## config.mk

```make
export PLATFORM = sky130hd
export DESIGN_NAME = postfix_expression_evaluator
export DESIGN_NICKNAME = d
export VERILOG_FILES = /design/src/sv/pfe_pkg.sv /design/src/sv/pfe_ram.sv /design/src/sv/pfe_alu.sv /design/src/sv/postfix_expression_evaluator.sv
export SDC_FILE = /design/constraint.sdc
export NUM_CORES = 2
export LEC_CHECK = 0
export BUFFER_PORTS_ARGS = -buffer_cell sky130_fd_sc_hd__buf_2
export CAP_MARGIN = 20
export CELL_PAD_IN_SITES_DETAIL_PLACEMENT = 1
export CELL_PAD_IN_SITES_GLOBAL_PLACEMENT = 1
export CORE_ASPECT_RATIO = 0.9
export CORE_MARGIN = 2
export CORE_UTILIZATION = 55
export CTS_BUF_LIST = sky130_fd_sc_hd__clkbuf_8
export DETAILED_ROUTE_END_ITERATION = 7
export PLACE_DENSITY = 0.9
export REMOVE_ABC_BUFFERS = 1
export SLEW_MARGIN = 20
export SYNTH_ARGS = -nofsm -noshare
export SYNTH_HDL_FRONTEND = slang
export SYNTH_SLANG_ARGS = --single-unit
```

## constraint.sdc

```tcl
create_clock -name clk -period 9.8 [get_ports clk]
set_input_delay 0 -clock clk [delete_from_list [all_inputs] [get_ports clk]]
set_output_delay 0 -clock clk [all_outputs]
set_load 0.1 [all_outputs]
```

## src/sv/pfe_pkg.sv

```systemverilog
// Shared constants and types of the postfix expression evaluator.
package pfe_pkg;

  localparam int STACK_DEPTH = 16;
  localparam int DATA_W      = 32;
  localparam int ADDR_W      = $clog2(STACK_DEPTH);
  localparam int CNT_W       = $clog2(STACK_DEPTH + 1);

  // result status codes
  localparam logic [2:0] ST_OK        = 3'd0;
  localparam logic [2:0] ST_UNDERFLOW = 3'd1;
  localparam logic [2:0] ST_DIVZERO   = 3'd2;
  localparam logic [2:0] ST_OVERFLOW  = 3'd3;
  localparam logic [2:0] ST_BADDEPTH  = 3'd4;

  typedef enum logic [1:0] {
    OP_ADD = 2'd0,
    OP_SUB = 2'd1,
    OP_MUL = 2'd2,
    OP_DIV = 2'd3
  } op_t;

endpackage

```

## src/sv/pfe_ram.sv

```systemverilog
// Generic single-port-write, single-port-read RAM with registered read data.
module pfe_ram #(
  parameter int WIDTH = 32,
  parameter int DEPTH = 16
) (
  input  logic                     clk,
  input  logic                     we,
  input  logic [$clog2(DEPTH)-1:0] waddr,
  input  logic [WIDTH-1:0]         wdata,
  input  logic [$clog2(DEPTH)-1:0] raddr,
  output logic [WIDTH-1:0]         rdata
);

  logic [WIDTH-1:0] mem [DEPTH];

  always_ff @(posedge clk) begin
    if (we) begin
      mem[waddr] <= wdata;
    end
    rdata <= mem[raddr];
  end

endmodule

```

## src/sv/pfe_alu.sv

```systemverilog
// Shared arithmetic unit: registered add, subtract, multiply; iterative signed divide.
module pfe_alu (
  input  logic                       clk,
  input  logic                       rst_n,
  input  logic                       start,
  input  pfe_pkg::op_t               op,
  input  logic [pfe_pkg::DATA_W-1:0] a,
  input  logic [pfe_pkg::DATA_W-1:0] b,
  output logic                       done,
  output logic [pfe_pkg::DATA_W-1:0] result
);
  import pfe_pkg::*;

  localparam int STEP_W = $clog2(DATA_W);

  typedef enum logic [2:0] {
    A_IDLE = 3'b001,
    A_DIV  = 3'b010,
    A_FIX  = 3'b100
  } alu_state_t;

  alu_state_t          state_r, state_nxt;
  logic [STEP_W-1:0]   step_r, step_nxt;
  logic                done_r, done_nxt;
  logic [DATA_W-1:0]   res_r, res_nxt;
  logic [DATA_W-1:0]   quo_r, quo_nxt;
  logic [DATA_W-1:0]   rem_r, rem_nxt;
  logic [DATA_W-1:0]   dvs_r, dvs_nxt;
  logic                neg_r, neg_nxt;
  logic [DATA_W:0]     shifted;
  logic [DATA_W:0]     diff;

  assign shifted = {rem_r, quo_r[DATA_W-1]};
  assign diff    = shifted - {1'b0, dvs_r};

  always_comb begin
    state_nxt = state_r;
    step_nxt  = step_r;
    done_nxt  = 1'b0;
    res_nxt   = res_r;
    quo_nxt   = quo_r;
    rem_nxt   = rem_r;
    dvs_nxt   = dvs_r;
    neg_nxt   = neg_r;
    unique case (state_r)
      A_IDLE: begin
        if (start) begin
          unique case (op)
            OP_ADD: begin
              res_nxt  = a + b;
              done_nxt = 1'b1;
            end
            OP_SUB: begin
              res_nxt  = a - b;
              done_nxt = 1'b1;
            end
            OP_MUL: begin
              res_nxt  = a * b;
              done_nxt = 1'b1;
            end
            OP_DIV: begin
              // divide magnitudes, fix the sign at the end
              quo_nxt   = a[DATA_W-1] ? (~a + 1'b1) : a;
              dvs_nxt   = b[DATA_W-1] ? (~b + 1'b1) : b;
              rem_nxt   = '0;
              neg_nxt   = a[DATA_W-1] ^ b[DATA_W-1];
              step_nxt  = STEP_W'(DATA_W - 1);
              state_nxt = A_DIV;
            end
            default: ;
          endcase
        end
      end
      A_DIV: begin
        quo_nxt = {quo_r[DATA_W-2:0], ~diff[DATA_W]};
        rem_nxt = diff[DATA_W] ? shifted[DATA_W-1:0] : diff[DATA_W-1:0];
        if (step_r == '0) begin
          state_nxt = A_FIX;
        end else begin
          step_nxt = step_r - 1'b1;
        end
      end
      A_FIX: begin
        res_nxt   = neg_r ? (~quo_r + 1'b1) : quo_r;
        done_nxt  = 1'b1;
        state_nxt = A_IDLE;
      end
      default: state_nxt = A_IDLE;
    endcase
  end

  always_ff @(posedge clk) begin
    if (!rst_n) begin
      state_r <= A_IDLE;
      done_r  <= 1'b0;
    end else begin
      state_r <= state_nxt;
      done_r  <= done_nxt;
    end
  end

  always_ff @(posedge clk) begin
    step_r <= step_nxt;
    res_r  <= res_nxt;
    quo_r  <= quo_nxt;
    rem_r  <= rem_nxt;
    dvs_r  <= dvs_nxt;
    neg_r  <= neg_nxt;
  end

  assign done   = done_r;
  assign result = res_r;

endmodule

```

## src/sv/postfix_expression_evaluator.sv

```systemverilog
// Top level: character sequencer, operand stack and result register.
//
// Postfix evaluator fed one ASCII character per beat. Digits push onto a
// 16-entry operand stack held in a RAM; + - * / pop two operands and push the
// result; NUL delivers one result beat (value, status) and empties the stack.
// A digit or an ignored character is handled without leaving idle. + - *
// read the operands with two registered RAM reads, then start the shared
// arithmetic unit and wait for its done; / uses the bit-serial divider in
// that unit (32 steps plus a sign fix). A / with a zero right operand ends
// after the operand reads, and an operator that underflows or arrives after
// an error is handled without leaving idle. A NUL waits in a finish state
// for the output register to free up. in_stall is high while an item is in
// progress; a waiting result does not stall items that produce none.
module postfix_expression_evaluator (
  input  logic               clk,
  input  logic               rst_n,
  input  logic               in_valid,
  output logic               in_stall,
  input  logic [7:0]         in_symbol,
  output logic               out_valid,
  input  logic               out_stall,
  output logic signed [31:0] out_value,
  output logic [2:0]         out_status
);
  import pfe_pkg::*;

  localparam logic [7:0] CH_NUL   = 8'h00;
  localparam logic [7:0] CH_ZERO  = 8'h30;
  localparam logic [7:0] CH_NINE  = 8'h39;
  localparam logic [7:0] CH_PLUS  = 8'h2B;
  localparam logic [7:0] CH_MINUS = 8'h2D;
  localparam logic [7:0] CH_STAR  = 8'h2A;
  localparam logic [7:0] CH_SLASH = 8'h2F;

  typedef enum logic [4:0] {
    S_IDLE = 5'b00001,
    S_RDB  = 5'b00010,
    S_RDA  = 5'b00100,
    S_EXEC = 5'b01000,
    S_FIN  = 5'b10000
  } state_t;

  state_t            state_r, state_nxt;
  logic [CNT_W-1:0]  cnt_r, cnt_nxt;
  logic [2:0]        err_r, err_nxt;
  op_t               op_r, op_nxt;
  logic [DATA_W-1:0] opb_r, opb_nxt;
  logic              out_valid_r, out_valid_nxt;
  logic [DATA_W-1:0] out_value_r, out_value_nxt;
  logic [2:0]        out_status_r, out_status_nxt;

  logic              in_acc;
  logic [7:0]        digit;
  logic              is_digit;
  logic              is_oper;
  op_t               sym_op;

  logic              ram_we;
  logic [ADDR_W-1:0] ram_waddr;
  logic [DATA_W-1:0] ram_wdata;
  logic [ADDR_W-1:0] ram_raddr;
  logic [DATA_W-1:0] ram_rdata;

  logic              alu_start;
  logic              alu_done;
  logic [DATA_W-1:0] alu_result;

  logic [ADDR_W-1:0] top_addr;
  logic [ADDR_W-1:0] next_addr;

  assign in_stall = (state_r != S_IDLE);
  assign in_acc   = in_valid && !in_stall;
  assign digit    = in_symbol - CH_ZERO;
  assign is_digit = (in_symbol >= CH_ZERO) && (in_symbol <= CH_NINE);
  assign is_oper  = (in_symbol == CH_PLUS) || (in_symbol == CH_MINUS) ||
                    (in_symbol == CH_STAR) || (in_symbol == CH_SLASH);

  always_comb begin
    priority if (in_symbol == CH_PLUS) begin
      sym_op = OP_ADD;
    end else if (in_symbol == CH_MINUS) begin
      sym_op = OP_SUB;
    end else if (in_symbol == CH_STAR) begin
      sym_op = OP_MUL;
    end else begin
      sym_op = OP_DIV;
    end
  end

  assign top_addr  = ADDR_W'(cnt_r - 1'b1);
  assign next_addr = ADDR_W'(cnt_r - 2'd2);

  // Read the top entry by default; the second read fetches the left operand.
  assign ram_raddr = (state_r == S_RDB) ? next_addr : top_addr;

  always_comb begin
    state_nxt      = state_r;
    cnt_nxt        = cnt_r;
    err_nxt        = err_r;
    op_nxt         = op_r;
    opb_nxt        = opb_r;
    out_valid_nxt  = out_valid_r && out_stall;
    out_value_nxt  = out_value_r;
    out_status_nxt = out_status_r;
    ram_we         = 1'b0;
    ram_waddr      = cnt_r[ADDR_W-1:0];
    ram_wdata      = DATA_W'(digit);
    alu_start      = 1'b0;
    unique case (state_r)
      S_IDLE: begin
        if (in_acc) begin
          priority if (in_symbol == CH_NUL) begin
            state_nxt = S_FIN;
          end else if (err_r != ST_OK) begin
            // drop everything up to the terminator
          end else if (is_digit) begin
            if (cnt_r >= CNT_W'(STACK_DEPTH)) begin
              err_nxt = ST_OVERFLOW;
            end else begin
              ram_we  = 1'b1;
              cnt_nxt = cnt_r + 1'b1;
            end
          end else if (is_oper) begin
            if (cnt_r < CNT_W'(2)) begin
              err_nxt = ST_UNDERFLOW;
            end else begin
              op_nxt    = sym_op;
              state_nxt = S_RDB;
            end
          end else begin
            // ignore other characters
          end
        end
      end
      S_RDB: begin
        opb_nxt   = ram_rdata;
        state_nxt = S_RDA;
      end
      S_RDA: begin
        if ((op_r == OP_DIV) && (opb_r == '0)) begin
          err_nxt   = ST_DIVZERO;
          state_nxt = S_IDLE;
        end else begin
          alu_start = 1'b1;
          state_nxt = S_EXEC;
        end
      end
      S_EXEC: begin
        if (alu_done) begin
          ram_we    = 1'b1;
          ram_waddr = next_addr;
          ram_wdata = alu_result;
          cnt_nxt   = cnt_r - 1'b1;
          state_nxt = S_IDLE;
        end
      end
      S_FIN: begin
        // hold until the output register is free
        if (!out_valid_r || !out_stall) begin
          out_valid_nxt = 1'b1;
          if (err_r != ST_OK) begin
            out_status_nxt = err_r;
            out_value_nxt  = '0;
          end else if (cnt_r == CNT_W'(1)) begin
            out_status_nxt = ST_OK;
            out_value_nxt  = ram_rdata;
          end else begin
            out_status_nxt = ST_BADDEPTH;
            out_value_nxt  = '0;
          end
          cnt_nxt   = '0;
          err_nxt   = ST_OK;
          state_nxt = S_IDLE;
        end
      end
      default: state_nxt = S_IDLE;
    endcase
  end

  always_ff @(posedge clk) begin
    if (!rst_n) begin
      state_r     <= S_IDLE;
      cnt_r       <= '0;
      err_r       <= ST_OK;
      out_valid_r <= 1'b0;
    end else begin
      state_r     <= state_nxt;
      cnt_r       <= cnt_nxt;
      err_r       <= err_nxt;
      out_valid_r <= out_valid_nxt;
    end
  end

  always_ff @(posedge clk) begin
    op_r         <= op_nxt;
    opb_r        <= opb_nxt;
    out_value_r  <= out_value_nxt;
    out_status_r <= out_status_nxt;
  end

  pfe_ram #(
    .WIDTH (DATA_W),
    .DEPTH (STACK_DEPTH)
  ) u_stack (
    .clk   (clk),
    .we    (ram_we),
    .waddr (ram_waddr),
    .wdata (ram_wdata),
    .raddr (ram_raddr),
    .rdata (ram_rdata)
  );

  pfe_alu u_alu (
    .clk    (clk),
    .rst_n  (rst_n),
    .start  (alu_start),
    .op     (op_r),
    .a      (ram_rdata),
    .b      (opb_r),
    .done   (alu_done),
    .result (alu_result)
  );

  assign out_valid  = out_valid_r;
  assign out_value  = out_value_r;
  assign out_status = out_status_r;

endmodule
```

# Yosys cells after proc, flatten, opt, wreduce, memory -nomap -nowiden

Memory sizes are Yosys's and may differ from the RTL's. A register that Yosys moved wholly into a read port is not among the register bits.
Cells that the tools add are included.

Register bits after elaboration: 221
Bits in writable memories: 512
Bits of input ports: 12
Output and inout bits: 37
Word-level logic and storage cells: 189
Memories: 1

$add $sub $neg: 11
$mul: 1
Magnitude comparators: 4
Equality and inequality tests: 37
Muxes and demuxes: 74
Bitwise operators: 10
Reductions and logical operators: 33

Memories:

| name        | depth | bits a word | read ports | clocked after memory_dff | wr ports | RTL line      | source |
|---|---|---|---|---|---|---|---|
| u_stack.mem | 16    | 32          | 1          | 1                        | 1        | pfe_ram.sv:14 | `logic [WIDTH-1:0] mem [DEPTH];` |

Operator list:

| kind                    | number |
|---|---|
| $mux W32                | 10 |
| $pmux W32 S2            | 3 |
| $add A32 B1 Y32 const B | 3 |
| $not A32 Y32            | 3 |
| $pmux W32 S3            | 1 |
| $mux W5                 | 18 |
| $mux W3                 | 14 |
| $sub A33 B32 Y33        | 1 |
| $add A32 B32 Y32        | 1 |
| $eq A8 B6 Y1 const B    | 4 |
| $logic_not A32 Y1       | 1 |
| $mul A32 B32 Y32        | 1 |
| $sub A32 B32 Y32        | 1 |
| $mux W31                | 1 |
| $pmux W5 S5             | 1 |
| $ne A3 B3 Y1 const B    | 7 |
| $ne A2 B2 Y1 const B    | 10 |
| $mux W1                 | 16 |
| $mux W4                 | 4 |
| $pmux W5 S3             | 1 |
| $reduce_and A7 Y1       | 2 |
| $reduce_and A3 Y1       | 4 |
| $eq A5 B1 Y1 const B    | 2 |
| $pmux W5 S2             | 1 |
| other kinds (39)        | 60 |

# Logic depth before layout (Yosys ltp)

Depth in word-level cells: 10
Mapped depth: 29
Depth with buffers taken out: 26

# Cells and area by module

From an unflattened synthesis, not the netlist that was laid out.

Cell total of the unflattened synthesis: 4,132
Area, all modules: 50,422.1 µm²

Modules (own cells, without submodules):

| module                       | instances | cells each | area an instance (µm²) |
|---|---|---|---|
| pfe_alu                      | 1         | 2,970      | 26,750.7 |
| pfe_ram                      | 1         | 838        | 19,854.0 |
| postfix_expression_evaluator | 1         | 324        | 3,817.4 |

# Worst setup path before layout

OpenSTA, ideal clock, no wires.

Path type: register -> register
Start: register opb_r[7]
End: register u_alu.res_r[31], in the netlist u_alu.result[31] (data pin)
Arrival time: 6.956 ns
Data required time: 9.539 ns
Path slack: 2.584 ns
Cell stages (with the launch flop): 26
Clock period less this slack: 7.216 ns
Cell sequence: edfxtp_1 > clkbuf_1 > clkbuf_1 > and2_1 > fa_1 > fa_1 > fa_1 > inv_1 > fa_1 > inv_1 > fa_1 > inv_1 > fa_1 > inv_1 > fa_1 > fa_1 > ha_1 > nand2_1 > nand2_1 > a2111oi_0 > a211oi_1 > a221oi_1 > nor4b_1 > nor2_1 > mux2i_1 > o311a_1

Word-level cells in the longest chain between the ends: 4
Elaborated cells between the ends (all ways): 6
Those cells by class: add/sub: 2; mul: 1; mux: 3

RTL lines:

| what                                           | RTL line                            | source |
|---|---|---|
| start, declared                                | postfix_expression_evaluator.sv:47  | `logic [DATA_W-1:0] opb_r, opb_nxt;` |
| start signal, assigned                         | postfix_expression_evaluator.sv:196 | `opb_r <= opb_nxt;` |
| $mul A32 B32 Y32, or another cell as far along | pfe_alu.sv:58                       | `res_nxt = a * b;` |
| $pmux W32 S3 *                                 | pfe_alu.sv:48                       | `unique case (op)` |
| $mux W32 *                                     | pfe_alu.sv:47                       | `if (start) begin` |
| $pmux W32 S2 *                                 | pfe_alu.sv:45                       | `unique case (state_r)` |
| named net u_alu.res_nxt[31]                    | pfe_alu.sv:25                       | `logic [DATA_W-1:0] res_r, res_nxt;` |
| end signal, assigned                           | pfe_alu.sv:104                      | `res_r <= res_nxt;` |
| end, declared                                  | pfe_alu.sv:25                       |  |

Mark *: on every way through the listed nets, which the timed path passes. The rest lies on a longest branch. The select of a mux whose other input is x is not followed.
A chain may end at the register's enable or synchronous reset.

# Worst setup path after layout

Start: register u_stack.rdata[5], read port of u_stack.mem
End: register u_alu.res_r[31], in the netlist u_alu.result[31] (data pin)

Word-level cells in the longest chain between the ends: 4
Elaborated cells between the ends (all ways): 6
Those cells by class: add/sub: 2; mul: 1; mux: 3

RTL lines:

| what                                           | RTL line      | source |
|---|---|---|
| start, declared                                | pfe_ram.sv:11 | `output logic [WIDTH-1:0] rdata` |
| $mul A32 B32 Y32, or another cell as far along | pfe_alu.sv:58 |  |
| $pmux W32 S3 *                                 | pfe_alu.sv:48 |  |
| $mux W32 *                                     | pfe_alu.sv:47 |  |
| $pmux W32 S2 *                                 | pfe_alu.sv:45 |  |
| named net u_alu.res_nxt[31]                    | pfe_alu.sv:25 |  |

Marked as above.

==> impl_results.md <==
- Vias in the first global route: 43000
- Pleak: 0.0218 uW
- Worst Path Arrival: 10.19 ns
- Minimum clock period: 9.63 ns
- Cell Count Post-Placement: between 5000 and 6000
- Sw frac: ~45%
- Antenna violations before repair: 31
- Sequential area share after synthesis: 44.0%
- Worst vdd ir: 0.448 mV
- Synth Flop Type: edfxtp_1
- Asr flop ratio synth: 0%
- Worst-Margin Slew: approximately 1.3 ns
- Internal power: between 8000 and 9000 uW
- Die Ht: 293 um
- H-tree depth: 3
- Fillcell total: 9044
- Synth warn: 0
- Largest net degree at the start of global routing: 129
- Register area: ~0.022 mm2
- Comb power frac: a little over half
- Die Wd: 325 um
- Clk slew on worst S/H paths: 0.08 ns
- Net Switching: about 6600 uW
- Failing checks: DRC
- Drt wl/cell: 35.2 um
- Non-Filler Instances: 5644
- Iter 0 DRT Violations: 6063
- Final Hold Vio Count: 0
- Vias per cell: 7.02
- Status: finished with violations
- Hold Path Class: input pin to flop
- Total track usage: 42.4%
- Total Routed Length: a little under 200000 um
- Final Wtd Congestion: between 0.9 and 1
- Gr ovfl total: 0
- RSZ-0062 raised after global routing: false
- Clk pwr share: approximately a fifth
- Post-synth EDFFs: 715
- Core area: 0.0916 mm2
- Skew-Pair Late Insertion Delay: 0.87 ns
- Critical Path RT: 10.36 ns
- Cell Area, Placed: 0.0528 mm2
- First-pass GRT wire length: 293000 um
- Synth-to-layout area growth: 9.07%
- Commonest non-fill, non-tap cell in the layout: edfxtp_1
- Critical Path Fanout Max: 22
- CTS Buf Count: 118
- Design area: ~0.056 mm2
- HPWL after detailed placement: 114000 um
- Number of post-CTS setup repair buffers: 0
- Final worst hold slack: about 0.061 ns
- Post-Route M1 WL: 63700 um
- Placement Rows: about 110
- Post-synthesis cell area: 0.0510 mm2
- Hold_buf cts: 13
- TritonCTS clock tree: yes
- Slew headroom: between 10% and 20%
- Post-Syn Instances: about 4300
- Max-cap violations: 0
- Crit path capture type: flop
- Die area: 0.0952 mm2
- Syn avg cell area: 12.0 um2
- Post-cts sizing count: 0
- Pre-antenna DRT Iters: 8
- Pwr per Cell Area: 266 mW/mm2
- Top routing layer in use: met5
- DRC Markers: 88
- Met3 routed WL: 27500 um
- Final period utilization: 98.2%
- F_max: 104 MHz
- Commonest cells after routing, fill and taps aside: edfxtp_1 (715), inv_1 (484), nand2_1 (459)
- Root buffer cell: clkbuf_8
- Clock sinks: around 760
- Worst setup SP type: flop
- ANT nets after route: 0
- Nets: 4914
- Final Skew: 0.0823 ns
- IO Port Bufs: 48
- Io pins: 49
- Synth Register Bits: 764
- Wire length on met2: 87500 um
- Category of the most critical setup path: flop to flop
- Vias: 39600
- Final-report setup violation count: 0
- Reg power frac: 24.5%
- Yosys cell types: between 80 and 90
- Fraction of layout cells with a size suffix above 1: 11.7%
- Clk buf depth: 3
- Area of the multi-input gates: roughly 0.026 mm2
- Initial Util: 55.7%
- Fin. max-slew vios: 0
-- cell type report --
class | count | share of cell area, %
diodes | 18 | 0.0809
clock buffers | 133 | 3.29
clock inverters | 91 | 1.29
inverters | 450 | 3.04
multi-input cells | 2799 | 47.1
flip-flops and latches | 764 | 40.4
well taps | 1230 | 2.77
repair buffers | 159 | 2.12
-- path summary, 6_finish.rpt --
check | startpoint | endpoint | slack, ns | cells after the start
max reg2reg | u_stack.rdata[5]$_DFF_P_ | u_alu.result[31]$_DFFE_PP_ | 0.17 | 22
min | rst_n | u_alu.state_r[0]$_SDFFE_PN1P_ | 0.06 | 3
min reg2reg | err_r[0]$_SDFFE_PN0P_ | out_status[0]$_SDFFCE_PP0P_ | 0.54 | 0
max | u_stack.rdata[5]$_DFF_P_ | u_alu.result[31]$_DFFE_PP_ | 0.17 | 22
-- synthesized netlist by cell type (23+ instances only) --
master      n  area share [%]
edfxtp_1  715              42
nand2_1   459             3.4
inv_1     450             3.3
fa_1      410              16
and2_1    377             4.6
clkbuf_1  221             1.6
ha_1      200             4.9
nor2_1    159             1.2
xnor2_1   151             2.6
mux4_2    128             5.7
a21oi_1   123             1.2
o21ai_0   114             1.1
xor2_1    102             1.8
a211oi_1   69             1.0
dfxtp_1    49             1.9
a31oi_1    44            0.54
nand3_1    32            0.31
mux2i_1    31            0.61
a21o_1     29            0.43
and3_1     29            0.36
nand2b_1   29            0.36
or3_1      26            0.32
nor3_1     24            0.24
o31ai_1    23            0.34
-- state kept, by name, summed over array words and instances, names as in the netlist --
| name | count |
|---|---|
| u_alu.quo_r | 32 |
| u_alu.result | 32 |
| out_value | 32 |
| u_alu.state_r | 3 |
| out_status | 3 |
| u_alu.dvs_r | 32 |
| opb_r | 32 |
| u_stack.rdata | 32 |
| u_stack.mem | 512 |
| state_r | 5 |
| err_r | 2 |
| op_r | 2 |
| cnt_r | 5 |
| u_alu.neg_r | 1 |
| u_alu.done | 1 |
| u_alu.step_r | 5 |
| out_valid | 1 |
| u_alu.rem_r | 32 |
-- routing by layer --
metal / vias to the layer above / GRT usage, %
met5: - / 0.0506
met4: 22 / 34.3
met3: 1455 / 17.1
met2: 3890 / 63.0
met1: 19500 / 48.6
li1: 14700 / -
-- metrics by stage --
| stage | setup WS [ns] | power [uW] | util (%) | TNS, ns |
|---|---|---|---|---|
| after global routing | 0.359 | 15300 | 60.7 | 0 |
| after floorplan | -3.51 | 8670 | - | -112.20 |
| after detailed placement | 1.24 | 10800 | 57.7 | 0 |
| final | 0.175 | 14800 | 60.8 | 0 |
| after CTS | 0.969 | 14300 | 60.6 | 0 |
| after global placement | 1.72 | 10300 | 57.7 | 0 |
-- critical path: stages, from the launching register on --
cell and delay [ns]:
dfxtp_1 0.96, buf_4 0.43, and2_1 0.22, fa_1 0.44, fa_1 0.56, inv_1 0.17
fa_1 0.81, fa_1 0.51, inv_1 0.11, ha_1 0.26, ha_1 0.22, fa_1 0.53
fa_1 0.41, ha_1 0.49, o2111ai_1 0.18, o2111ai_1 0.55, a2111oi_0 0.22, a211oi_1 0.87
a221oi_1 0.32, nor4b_1 0.53, nor2_1 0.12, mux2i_1 0.15, o311a_1 0.31
-- kinds of logic after synthesis --
logic type	synth area share, %
AND/OR/NAND/NOR	12.3
buffers and inverters	5.16
XOR/XNOR	4.39
flip-flops	44.0
AO/OA/AOI/OAI	6.88
multiplexers	6.28
adder cells (fa/ha/maj)	21.0
-- power by group through the flow --
| stage | Sequential, uW | Clock (uW) | Combinational [uW] |
|---|---|---|---|
| 2_1_floorplan | 3690 | 0 | 4990 |
| 3_3_place_gp | 3690 | 0 | 6580 |
| 3_5_place_dp | 3690 | 0 | 7140 |
| 4_1_cts | 3620 | 3000 | 7690 |
| 5_1_grt | 3630 | 3140 | 8490 |
| 6_report | 3630 | 3070 | 8130 |
Note: power is estimated with default switching activity, not from simulation.
